<file path="config.mk">
export PLATFORM = sky130hd
export DESIGN_NAME = haar_feature_enumerator_flat
export DESIGN_NICKNAME = d
export VERILOG_FILES = /design/src/hfe_pkg.sv /design/src/hfe_if.sv /design/src/hfe_cfg_regs.sv /design/src/hfe_step.sv /design/src/hfe_split.sv /design/src/haar_feature_enumerator.sv /design/src/flat_wrapper.sv
export SDC_FILE = /design/constraint.sdc
export NUM_CORES = 1
export LEC_CHECK = 0
export BUFFER_PORTS_ARGS = -buffer_cell sky130_fd_sc_hd__buf_2
export CORE_AREA = 8 8 124 171
export DETAILED_ROUTE_END_ITERATION = 7
export DIE_AREA = 0 0 132 179
export PLACE_DENSITY = 0.89
export REMOVE_ABC_BUFFERS = 1
export SETUP_SLACK_MARGIN = 0.1
export SLEW_MARGIN = 15
export SYNTH_ARGS = -nofsm -noshare
export SYNTH_HDL_FRONTEND = slang
export SYNTH_SLANG_ARGS = --single-unit
</file>
<file path="constraint.sdc">
create_clock -name clk_i -period 11.4 [get_ports clk_i]
set_input_delay 0.57 -clock clk_i [delete_from_list [all_inputs] [get_ports clk_i]]
set_output_delay 0.57 -clock clk_i [all_outputs]
set_load 0.02 [all_outputs]
</file>
<file path="src/hfe_pkg.sv">
// Shared types, constants and helper functions of the Haar feature enumerator.
package hfe_pkg;

  localparam int COORD_BITS    = 6;
  localparam int EXT_BITS      = COORD_BITS + 2;
  localparam int SPLIT_BITS    = COORD_BITS + 1;
  localparam int KIND_BITS     = 2;
  localparam int KIND_EXT_BITS = KIND_BITS + 1;
  localparam int NUM_KINDS     = 4;
  localparam int CFG_IDX_BITS  = 3;
  localparam int WINDOW_RESET  = 24;

  // x / 3 as (x * DIV3_MUL) >> DIV3_SHIFT, exact for every SPLIT_BITS-wide x
  localparam int DIV3_SHIFT    = SPLIT_BITS + 1;
  localparam int DIV3_MUL      = (2 ** DIV3_SHIFT + 2) / 3;
  localparam int DIV3_PROD     = SPLIT_BITS + DIV3_SHIFT;

  typedef logic [COORD_BITS-1:0]   coord_t;
  typedef logic [EXT_BITS-1:0]     ext_t;
  typedef logic [SPLIT_BITS-1:0]   split_t;
  typedef logic [CFG_IDX_BITS-1:0] cfg_idx_t;

  typedef enum logic [KIND_BITS-1:0] {
    KIND_HORIZ_TWO   = 2'd0,
    KIND_VERT_TWO    = 2'd1,
    KIND_HORIZ_THREE = 2'd2,
    KIND_VERT_THREE  = 2'd3
  } kind_e;

  typedef enum logic [CFG_IDX_BITS-1:0] {
    CFG_WINDOW_WIDTH       = 3'd0,
    CFG_WINDOW_HEIGHT      = 3'd1,
    CFG_ENABLE_HORIZ_TWO   = 3'd2,
    CFG_ENABLE_VERT_TWO    = 3'd3,
    CFG_ENABLE_HORIZ_THREE = 3'd4,
    CFG_ENABLE_VERT_THREE  = 3'd5
  } cfg_idx_e;

  typedef struct packed {
    coord_t                 width;
    coord_t                 height;
    logic [NUM_KINDS-1:0]   enable;
  } cfg_t;

  typedef struct packed {
    coord_t ax;
    coord_t ay;
    coord_t bx;
    coord_t by;
  } corner_t;

  typedef struct packed {
    logic    exhausted;
    logic    final_feature;
    kind_e   kind;
    corner_t pos;
  } feature_t;

  function automatic ext_t off_x(kind_e k);
    ext_t r;
    case (k)
      KIND_HORIZ_TWO:   r = ext_t'(1);
      KIND_HORIZ_THREE: r = ext_t'(2);
      default:          r = '0;
    endcase
    return r;
  endfunction

  function automatic ext_t off_y(kind_e k);
    ext_t r;
    case (k)
      KIND_VERT_TWO:   r = ext_t'(1);
      KIND_VERT_THREE: r = ext_t'(2);
      default:         r = '0;
    endcase
    return r;
  endfunction

  function automatic ext_t step_x(kind_e k);
    ext_t r;
    case (k)
      KIND_HORIZ_TWO:   r = ext_t'(2);
      KIND_HORIZ_THREE: r = ext_t'(3);
      default:          r = ext_t'(1);
    endcase
    return r;
  endfunction

  function automatic ext_t step_y(kind_e k);
    ext_t r;
    case (k)
      KIND_VERT_TWO:   r = ext_t'(2);
      KIND_VERT_THREE: r = ext_t'(3);
      default:         r = ext_t'(1);
    endcase
    return r;
  endfunction

  function automatic split_t div3(split_t x);
    logic [DIV3_PROD-1:0] prod;
    prod = DIV3_PROD'(x) * DIV3_PROD'(DIV3_MUL);
    return split_t'(prod >> DIV3_SHIFT);
  endfunction

endpackage

</file>
<file path="src/hfe_if.sv">
// Handshake channels of the Haar feature enumerator: configuration, request and feature.
interface hfe_cfg_if import hfe_pkg::*; ();
  logic     valid;
  logic     ready;
  cfg_idx_t index;
  coord_t   data;

  modport source (output valid, index, data, input ready);
  modport sink (input valid, index, data, output ready);
endinterface

interface hfe_req_if import hfe_pkg::*; ();
  logic valid;
  logic ready;
  logic restart;

  modport source (output valid, restart, input ready);
  modport sink (input valid, restart, output ready);
endinterface

interface hfe_feat_if import hfe_pkg::*; ();
  logic   valid;
  logic   ready;
  kind_e  feature_kind;
  coord_t start_x;
  coord_t start_y;
  coord_t end_x;
  coord_t end_y;
  coord_t split_first;
  coord_t split_second;
  logic   final_feature;
  logic   exhausted;

  modport source (
    output valid, feature_kind, start_x, start_y, end_x, end_y,
           split_first, split_second, final_feature, exhausted,
    input  ready
  );
  modport sink (
    input  valid, feature_kind, start_x, start_y, end_x, end_y,
           split_first, split_second, final_feature, exhausted,
    output ready
  );
endinterface

</file>
<file path="src/hfe_cfg_regs.sv">
// Configuration registers: window size and per-kind enables.
module hfe_cfg_regs import hfe_pkg::*; (
  input  logic      clk_i,
  input  logic      rst_ni,
  hfe_cfg_if.sink   cfg,
  output cfg_t      cfg_o
);

  cfg_t cfg_d, cfg_q;

  assign cfg.ready = 1'b1;
  assign cfg_o     = cfg_q;

  always_comb begin
    cfg_d = cfg_q;
    if (cfg.valid) begin
      case (cfg_idx_e'(cfg.index))
        CFG_WINDOW_WIDTH:       cfg_d.width     = cfg.data;
        CFG_WINDOW_HEIGHT:      cfg_d.height    = cfg.data;
        CFG_ENABLE_HORIZ_TWO:   cfg_d.enable[0] = cfg.data[0];
        CFG_ENABLE_VERT_TWO:    cfg_d.enable[1] = cfg.data[0];
        CFG_ENABLE_HORIZ_THREE: cfg_d.enable[2] = cfg.data[0];
        CFG_ENABLE_VERT_THREE:  cfg_d.enable[3] = cfg.data[0];
        default: ;  // drop writes to unused indexes
      endcase
    end
  end

  always_ff @(posedge clk_i or negedge rst_ni) begin
    if (!rst_ni) begin
      cfg_q.width  <= coord_t'(WINDOW_RESET);
      cfg_q.height <= coord_t'(WINDOW_RESET);
      cfg_q.enable <= '1;
    end else begin
      cfg_q <= cfg_d;
    end
  end

endmodule

</file>
<file path="src/hfe_step.sv">
// Next-feature logic: advance within the held kind or open the next enabled kind.
module hfe_step import hfe_pkg::*; (
  input  cfg_t    cfg_i,
  input  logic    first_i,
  input  kind_e   kind_i,
  input  corner_t pos_i,
  output logic    ok_o,
  output kind_e   kind_o,
  output corner_t pos_o
);

  ext_t w, h, ax, ay, bx, by, ox, oy, sx, sy;
  ext_t by_step, bx_step, by_base, ay_inc, ay_row, ax_row, ax_col;
  logic in_win, hit_col, hit_row, hit_seek, hit_next, adv_ok;
  corner_t adv_pos, first_pos;
  logic [KIND_EXT_BITS-1:0] first_kind;
  logic [NUM_KINDS-1:0] cand;
  logic first_ok;
  kind_e first_sel;

  always_comb begin
    w  = ext_t'(cfg_i.width);
    h  = ext_t'(cfg_i.height);
    ax = ext_t'(pos_i.ax);
    ay = ext_t'(pos_i.ay);
    bx = ext_t'(pos_i.bx);
    by = ext_t'(pos_i.by);
    ox = off_x(kind_i);
    oy = off_y(kind_i);
    sx = step_x(kind_i);
    sy = step_y(kind_i);

    // next bottom-right corner for the same top-left corner
    in_win  = (bx < w) && (by < h);
    by_step = by + sy;
    bx_step = bx + sx;
    by_base = ay + oy;
    hit_col = in_win && (by_step < h);
    hit_row = in_win && (bx_step < w) && (by_base < h);

    // move the top-left corner on, then seek the first corner that fits
    ay_inc = ay + ext_t'(1);
    if (ay_inc >= h) begin
      ay_row = '0;
      ax_row = ax + ext_t'(1);
    end else begin
      ay_row = ay_inc;
      ax_row = ax;
    end
    ax_col   = ax_row + ext_t'(1);
    hit_seek = ((ax_row + ox) < w) && ((ay_row + oy) < h);
    hit_next = ((ax_row + ox) < w) && ((ax_col + ox) < w) && (oy < h);
    adv_ok   = hit_col || hit_row || hit_seek || hit_next;

    adv_pos = pos_i;
    if (hit_col) begin
      adv_pos.by = coord_t'(by_step);
    end else if (hit_row) begin
      adv_pos.bx = coord_t'(bx_step);
      adv_pos.by = coord_t'(by_base);
    end else if (hit_seek) begin
      adv_pos.ax = coord_t'(ax_row);
      adv_pos.ay = coord_t'(ay_row);
      adv_pos.bx = coord_t'(ax_row + ox);
      adv_pos.by = coord_t'(ay_row + oy);
    end else begin
      adv_pos.ax = coord_t'(ax_col);
      adv_pos.ay = '0;
      adv_pos.bx = coord_t'(ax_col + ox);
      adv_pos.by = coord_t'(oy);
    end

    // first feature of the lowest enabled kind at or after first_kind
    first_kind = first_i ? '0 : (KIND_EXT_BITS'(kind_i) + KIND_EXT_BITS'(1));
    for (int k = 0; k < NUM_KINDS; k++) begin
      cand[k] = cfg_i.enable[k] && (off_x(kind_e'(KIND_BITS'(k))) < w) &&
                (off_y(kind_e'(KIND_BITS'(k))) < h) &&
                (KIND_EXT_BITS'(k) >= first_kind);
    end
    first_ok  = |cand;
    first_sel = KIND_HORIZ_TWO;
    for (int k = NUM_KINDS - 1; k >= 0; k--) begin
      if (cand[k]) first_sel = kind_e'(KIND_BITS'(k));
    end
    first_pos.ax = '0;
    first_pos.ay = '0;
    first_pos.bx = coord_t'(off_x(first_sel));
    first_pos.by = coord_t'(off_y(first_sel));

    if (!first_i && adv_ok) begin
      ok_o   = 1'b1;
      kind_o = kind_i;
      pos_o  = adv_pos;
    end else begin
      ok_o   = first_ok;
      kind_o = first_sel;
      pos_o  = first_pos;
    end
  end

endmodule

</file>
<file path="src/hfe_split.sv">
// Zone boundaries of a feature: midpoint for two-zone kinds, thirds for three-zone kinds.
module hfe_split import hfe_pkg::*; (
  input  feature_t feat_i,
  output coord_t   split_first_o,
  output coord_t   split_second_o
);

  split_t lo, hi, diff, sum;

  always_comb begin
    if (feat_i.kind inside {KIND_HORIZ_TWO, KIND_HORIZ_THREE}) begin
      lo = split_t'(feat_i.pos.ax);
      hi = split_t'(feat_i.pos.bx);
    end else begin
      lo = split_t'(feat_i.pos.ay);
      hi = split_t'(feat_i.pos.by);
    end
    diff = hi - lo;
    sum  = lo + hi;

    split_first_o  = '0;
    split_second_o = '0;
    if (!feat_i.exhausted) begin
      if (feat_i.kind inside {KIND_HORIZ_TWO, KIND_VERT_TWO}) begin
        split_first_o = coord_t'(sum >> 1);
      end else begin
        split_first_o  = coord_t'(lo + div3(diff));
        split_second_o = coord_t'(lo + div3(diff << 1));
      end
    end
  end

endmodule

</file>
<file path="src/haar_feature_enumerator.sv">
// Top level of the Haar feature enumerator: request register stage and result register stage.
//
// Each request on req hands out one Haar-like feature rectangle of the detection
// window on feat; restart=1 begins again from the first feature, restart=0 takes
// the next one. Kinds come horizontal two-zone, vertical two-zone, horizontal
// three-zone, vertical three-zone; disabled kinds are skipped. Once the list is
// used up every result carries exhausted=1 with all other fields zero, until a
// restart. final_feature marks the last feature before that.
// Window size and kind enables are written on cfg, one register per request,
// always ready; write them only while no request is in flight.
// The first stage computes the next feature and looks one feature ahead for
// final_feature, the second derives the zone boundaries.
// Throughput is one request per cycle; a stalled feat holds its result and the
// two stages keep taking requests until both are full, then req.ready drops.
// Reset restores a 24 x 24 window with all kinds enabled and starts from the
// first feature.
module haar_feature_enumerator import hfe_pkg::*; (
  input  logic       clk_i,
  input  logic       rst_ni,
  hfe_cfg_if.sink    cfg,
  hfe_req_if.sink    req,
  hfe_feat_if.source feat
);

  cfg_t     cfg_cur;
  logic     out_en, s1_en, accept, restart, first, live;
  logic     step_ok, peek_ok;
  kind_e    step_kind, peek_kind;
  corner_t  step_pos, peek_pos;
  coord_t   split_first, split_second;

  kind_e    kind_d, kind_q;
  corner_t  pos_d, pos_q;
  logic     started_d, started_q, done_d, done_q;
  logic     s1_valid_d, s1_valid_q, out_valid_d, out_valid_q;
  feature_t s1_d, s1_q, out_q;
  coord_t   split_first_q, split_second_q;

  hfe_cfg_regs u_cfg (
    .clk_i  (clk_i),
    .rst_ni (rst_ni),
    .cfg    (cfg),
    .cfg_o  (cfg_cur)
  );

  hfe_step u_step (
    .cfg_i   (cfg_cur),
    .first_i (first),
    .kind_i  (kind_q),
    .pos_i   (pos_q),
    .ok_o    (step_ok),
    .kind_o  (step_kind),
    .pos_o   (step_pos)
  );

  // look one feature ahead to flag the last one
  hfe_step u_peek (
    .cfg_i   (cfg_cur),
    .first_i (1'b0),
    .kind_i  (step_kind),
    .pos_i   (step_pos),
    .ok_o    (peek_ok),
    .kind_o  (peek_kind),
    .pos_o   (peek_pos)
  );

  hfe_split u_split (
    .feat_i         (s1_q),
    .split_first_o  (split_first),
    .split_second_o (split_second)
  );

  assign out_en    = !out_valid_q || feat.ready;
  assign s1_en     = !s1_valid_q || out_en;
  assign req.ready = s1_en;
  assign accept    = req.valid && s1_en;
  assign restart   = req.restart;
  assign first     = !started_q || restart;
  assign live      = !(done_q && !restart) && step_ok;

  always_comb begin
    kind_d    = kind_q;
    pos_d     = pos_q;
    started_d = started_q;
    done_d    = done_q;
    if (accept && !(done_q && !restart)) begin
      started_d = 1'b1;
      if (step_ok) begin
        kind_d = step_kind;
        pos_d  = step_pos;
        done_d = 1'b0;
      end else begin
        done_d = 1'b1;
      end
    end

    s1_d = '0;
    if (live) begin
      s1_d.final_feature = !peek_ok;
      s1_d.kind          = step_kind;
      s1_d.pos           = step_pos;
    end else begin
      s1_d.exhausted = 1'b1;
    end

    s1_valid_d  = s1_en ? accept : s1_valid_q;
    out_valid_d = out_en ? s1_valid_q : out_valid_q;
  end

  always_ff @(posedge clk_i or negedge rst_ni) begin
    if (!rst_ni) begin
      kind_q      <= KIND_HORIZ_TWO;
      pos_q       <= '0;
      started_q   <= 1'b0;
      done_q      <= 1'b0;
      s1_valid_q  <= 1'b0;
      out_valid_q <= 1'b0;
    end else begin
      kind_q      <= kind_d;
      pos_q       <= pos_d;
      started_q   <= started_d;
      done_q      <= done_d;
      s1_valid_q  <= s1_valid_d;
      out_valid_q <= out_valid_d;
    end
  end

  always_ff @(posedge clk_i) begin
    if (accept) begin
      s1_q <= s1_d;
    end
    if (out_en && s1_valid_q) begin
      out_q          <= s1_q;
      split_first_q  <= split_first;
      split_second_q <= split_second;
    end
  end

  assign feat.valid         = out_valid_q;
  assign feat.feature_kind  = out_q.kind;
  assign feat.start_x       = out_q.pos.ax;
  assign feat.start_y       = out_q.pos.ay;
  assign feat.end_x         = out_q.pos.bx;
  assign feat.end_y         = out_q.pos.by;
  assign feat.split_first   = split_first_q;
  assign feat.split_second  = split_second_q;
  assign feat.final_feature = out_q.final_feature;
  assign feat.exhausted     = out_q.exhausted;

endmodule

</file>
<file path="src/flat_wrapper.sv">
// flat-port wrapper written by rule: the top's interface ports become plain ports
module haar_feature_enumerator_flat import hfe_pkg::*;
  (clk_i, rst_ni, cfg_valid, cfg_index, cfg_data, cfg_ready, req_valid, req_restart, req_ready, feat_valid, feat_feature_kind, feat_start_x, feat_start_y, feat_end_x, feat_end_y, feat_split_first, feat_split_second, feat_final_feature, feat_exhausted, feat_ready);
  hfe_cfg_if cfg_i ();
  hfe_req_if req_i ();
  hfe_feat_if feat_i ();
  input  logic clk_i;
  input  logic rst_ni;
  input wire logic [$bits(cfg_i.valid)-1:0] cfg_valid;
  input wire logic [$bits(cfg_i.index)-1:0] cfg_index;
  input wire logic [$bits(cfg_i.data)-1:0] cfg_data;
  output wire logic [$bits(cfg_i.ready)-1:0] cfg_ready;
  input wire logic [$bits(req_i.valid)-1:0] req_valid;
  input wire logic [$bits(req_i.restart)-1:0] req_restart;
  output wire logic [$bits(req_i.ready)-1:0] req_ready;
  output wire logic [$bits(feat_i.valid)-1:0] feat_valid;
  output wire logic [$bits(feat_i.feature_kind)-1:0] feat_feature_kind;
  output wire logic [$bits(feat_i.start_x)-1:0] feat_start_x;
  output wire logic [$bits(feat_i.start_y)-1:0] feat_start_y;
  output wire logic [$bits(feat_i.end_x)-1:0] feat_end_x;
  output wire logic [$bits(feat_i.end_y)-1:0] feat_end_y;
  output wire logic [$bits(feat_i.split_first)-1:0] feat_split_first;
  output wire logic [$bits(feat_i.split_second)-1:0] feat_split_second;
  output wire logic [$bits(feat_i.final_feature)-1:0] feat_final_feature;
  output wire logic [$bits(feat_i.exhausted)-1:0] feat_exhausted;
  input wire logic [$bits(feat_i.ready)-1:0] feat_ready;
  assign cfg_i.valid = cfg_valid;
  assign cfg_i.index = cfg_index;
  assign cfg_i.data = cfg_data;
  assign cfg_ready = cfg_i.ready;
  assign req_i.valid = req_valid;
  assign req_i.restart = req_restart;
  assign req_ready = req_i.ready;
  assign feat_valid = feat_i.valid;
  assign feat_feature_kind = feat_i.feature_kind;
  assign feat_start_x = feat_i.start_x;
  assign feat_start_y = feat_i.start_y;
  assign feat_end_x = feat_i.end_x;
  assign feat_end_y = feat_i.end_y;
  assign feat_split_first = feat_i.split_first;
  assign feat_split_second = feat_i.split_second;
  assign feat_final_feature = feat_i.final_feature;
  assign feat_exhausted = feat_i.exhausted;
  assign feat_i.ready = feat_ready;
  haar_feature_enumerator u_core (.clk_i(clk_i), .rst_ni(rst_ni), .cfg(cfg_i), .req(req_i), .feat(feat_i));
endmodule
</file>
==> impl_metrics.toml <==
[global_routing]
grtUsageMet2_pct = 55.0
busiest_layer = "met2"
grtUsageTotal_pct = 31.1
met3_usage_pct = 6.17
antenna_found_initial = 1
grt_max_degree = 47
grt-ovfl-total = 0
grt_pass1_vias = 10300
use_met1_pct = 31.5
grt_pass1_wl_mm = 56.1

[timing]
slew_headroom_pct = 19.3
period_minus_slack_ps = 10690
slew_viol_final = 0
period_share_pct = 93.8
skew_ps = 7.74
fmax_ghz = 0.0936
hold_viol = 0
setup_viol = 0
finalSetupTns_ps = 0
worstMarginPinSlew_ps = 1210

[synth]
netlist_instances = 1271
syn_area_per_cell_um2 = 9.18
yosysWarnings = 0
synth_edf_count = 68
yosysSeqAreaShare_pct = 27.5
synthArstFlopShare_pct = 40.4
ys_ff_latch = 114
synth_area_mm2 = 0.0117
synthFlopType = "edfxtp_1"
yosysUniqueCellTypes = 90

[run_status]
status = "completed"

[route]
ant_nets = 0
wire_per_inst_um = 23.2
finalWirelength_mm = 36.8
drtIter0Drc = 917
vias = 10400
dr.pass1.iters = 7
avgViaCountPerCell = 6.55
drc = 0

[setup_path]
cp_max_fo = 14
cp-end-kind = "register"
critPathMaxStageDelay_ps = 540
rrSetupSlack_ps = 710
crit_required_ps = 11560
arrival_ps = 10850
start_kind = "register"
cp_slowest_cell = "dfrtp_1"
cpMostUsedCell = "ha_1"
worstSetupPathType = "reg2reg"

[floorplan]
dieArea_mm2 = 0.0236
rows = 59
die_h_um = 179
fp.dieW_um = 132
coreArea_mm2 = 0.0185
io-pin-count = 58
start_util_pct = 63.0

[final_layout]
finalNetCount = 1558
layout_common_cells = "ha_1, inv_1, nor2_1, nand2_1, a21oi_1"
postLayoutCoreUtil_pct = 69.4
syn2layout_area_growth_pct = 10.2
mostFrequentLayoutCell = "ha_1"
drive_gt1_share_pct = 12.9
antenna_cells = 0

[place]
place_congestion = 1.06
port_buffers = 56
post-dp-hpwl_mm = 27.2

[clock_tree]
holdBufCountCts = 0
clk_pin_slew_ps = 70
clock_latency_ps = 430
h-tree-depth = 4
cts_buffers = 17
cts_sinks = 114
cts_tree = "yes"
clockBufferDepth = 2
root_buffer = "clkbuf_16"

[hold_path]
hold_class = "in2async"

[job]
drv_cap = 0
==> Yosys cell counts (21+ instances only) <==
master	instances	share of area (%)
nand2b_1	25	1.3
nor3_1	30	1.3
o21ai_0	74	3.2
nand3_1	27	1.2
nand2_1	88	2.8
clkbuf_1	21	0.68
a21oi_1	75	3.2
xnor2_1	60	4.5
xor2_1	31	2.3
fa_1	24	4.1
dfrtp_1	38	8.2
nor2_1	111	3.6
edfxtp_1	68	18
inv_1	116	3.7
ha_1	190	20
==> sequential cells by signal (all words and copies together), names as in the netlist, 2 cells and up <==
name	count
u_core.feat.end_x	6
u_core.feat.end_y	6
u_core.feat.feature_kind	2
u_core.feat.split_first	6
u_core.feat.split_second	6
u_core.feat.start_x	6
u_core.feat.start_y	6
u_core.kind_q	2
u_core.pos_q	24
u_core.s1_q	28
u_core.u_cfg.cfg_o	16
==> final timing paths <==
check                                                          to  cells after the start                          start
worst max-delay path                u_core.s1_q[26]$_SDFFCE_PN0P_                     50   u_core.pos_q[16]$_DFFE_PN0P_
worst min-delay path                u_core.feat.valid$_DFFE_PN0P_                      2                         rst_ni
worst max register to register      u_core.s1_q[26]$_SDFFCE_PN0P_                     50   u_core.pos_q[16]$_DFFE_PN0P_
worst min register to register     u_core.feat.end_x[5]$_DFFE_PP_                      0  u_core.s1_q[11]$_SDFFCE_PN0P_
max in group asynchronous            u_core.pos_q[12]$_DFFE_PN0P_                      2                         rst_ni
min in group clk_i              u_core.u_cfg.cfg_o[5]$_DFFE_PN0P_                      3                    cfg_data[1]
==> metal layers <==
layer  share of wire, %  routed length [um]
met1                 33               12300
met2                 50               18300
met5               0.11                  40
met3                8.1                2990
met4                8.7                3210
==> timing repair <==
item                                    CTS  global route
setup buffers                             0             0
endpoints found under the setup margin    0             1
resized for setup                         0             7
==> per-stage QoR <==
step                hold WS [ps]  setup WS (ps)  instance area, um2  instances
finish                       262            711               12900       1586
global route                 294          -1.03               12900       1586
CTS                          271            519               12800       1586
detailed placement           435            569               12200       1554
global placement             427            848               12200       1554
floorplan                    274           1630               11500       1233
==> worst max-delay path, delay by kind of cell, from the launching register on <==
kind / cells / cell delay [ps]
buf+inv: 6 / 650
mux: 2 / 450
xor+xnor: 4 / 950
flops: 1 / 540
simple gates: 12 / 1620
fa+ha+maj: 8 / 2320
compound gates: 18 / 3860
==> area by class of cell <==
type | instances | area [um2]
Timing Repair Buffer | 77 | 438
Inverter | 116 | 435
Fill cell | 1373 | 5670
Sequential cell | 114 | 3210
Clock inverter | 15 | 183
Tap cell | 244 | 305
Clock buffer | 17 | 425
Multi-Input combinational cell | 1003 | 7860
==> cell families (layout without fill, tap and decap cells) <==
family / Yosys count / after routing / share of synthesized area (%)
other: 1 / 1 / 0.0321
and+or+nand+nor: 383 / 383 / 16.3
buffers and inverters: 154 / 225 / 5.28
AOI/OAI and AO/OA: 278 / 278 / 16.0
xor gates and xnor gates: 95 / 95 / 7.49
adders and majority gates: 214 / 214 / 24.5
DFF: 114 / 114 / 27.5
muxes: 32 / 32 / 3.01
Power is left out: the tool's default activity adds up to more than one toggle a clock period on the data nets, which glitch-free logic cannot reach.
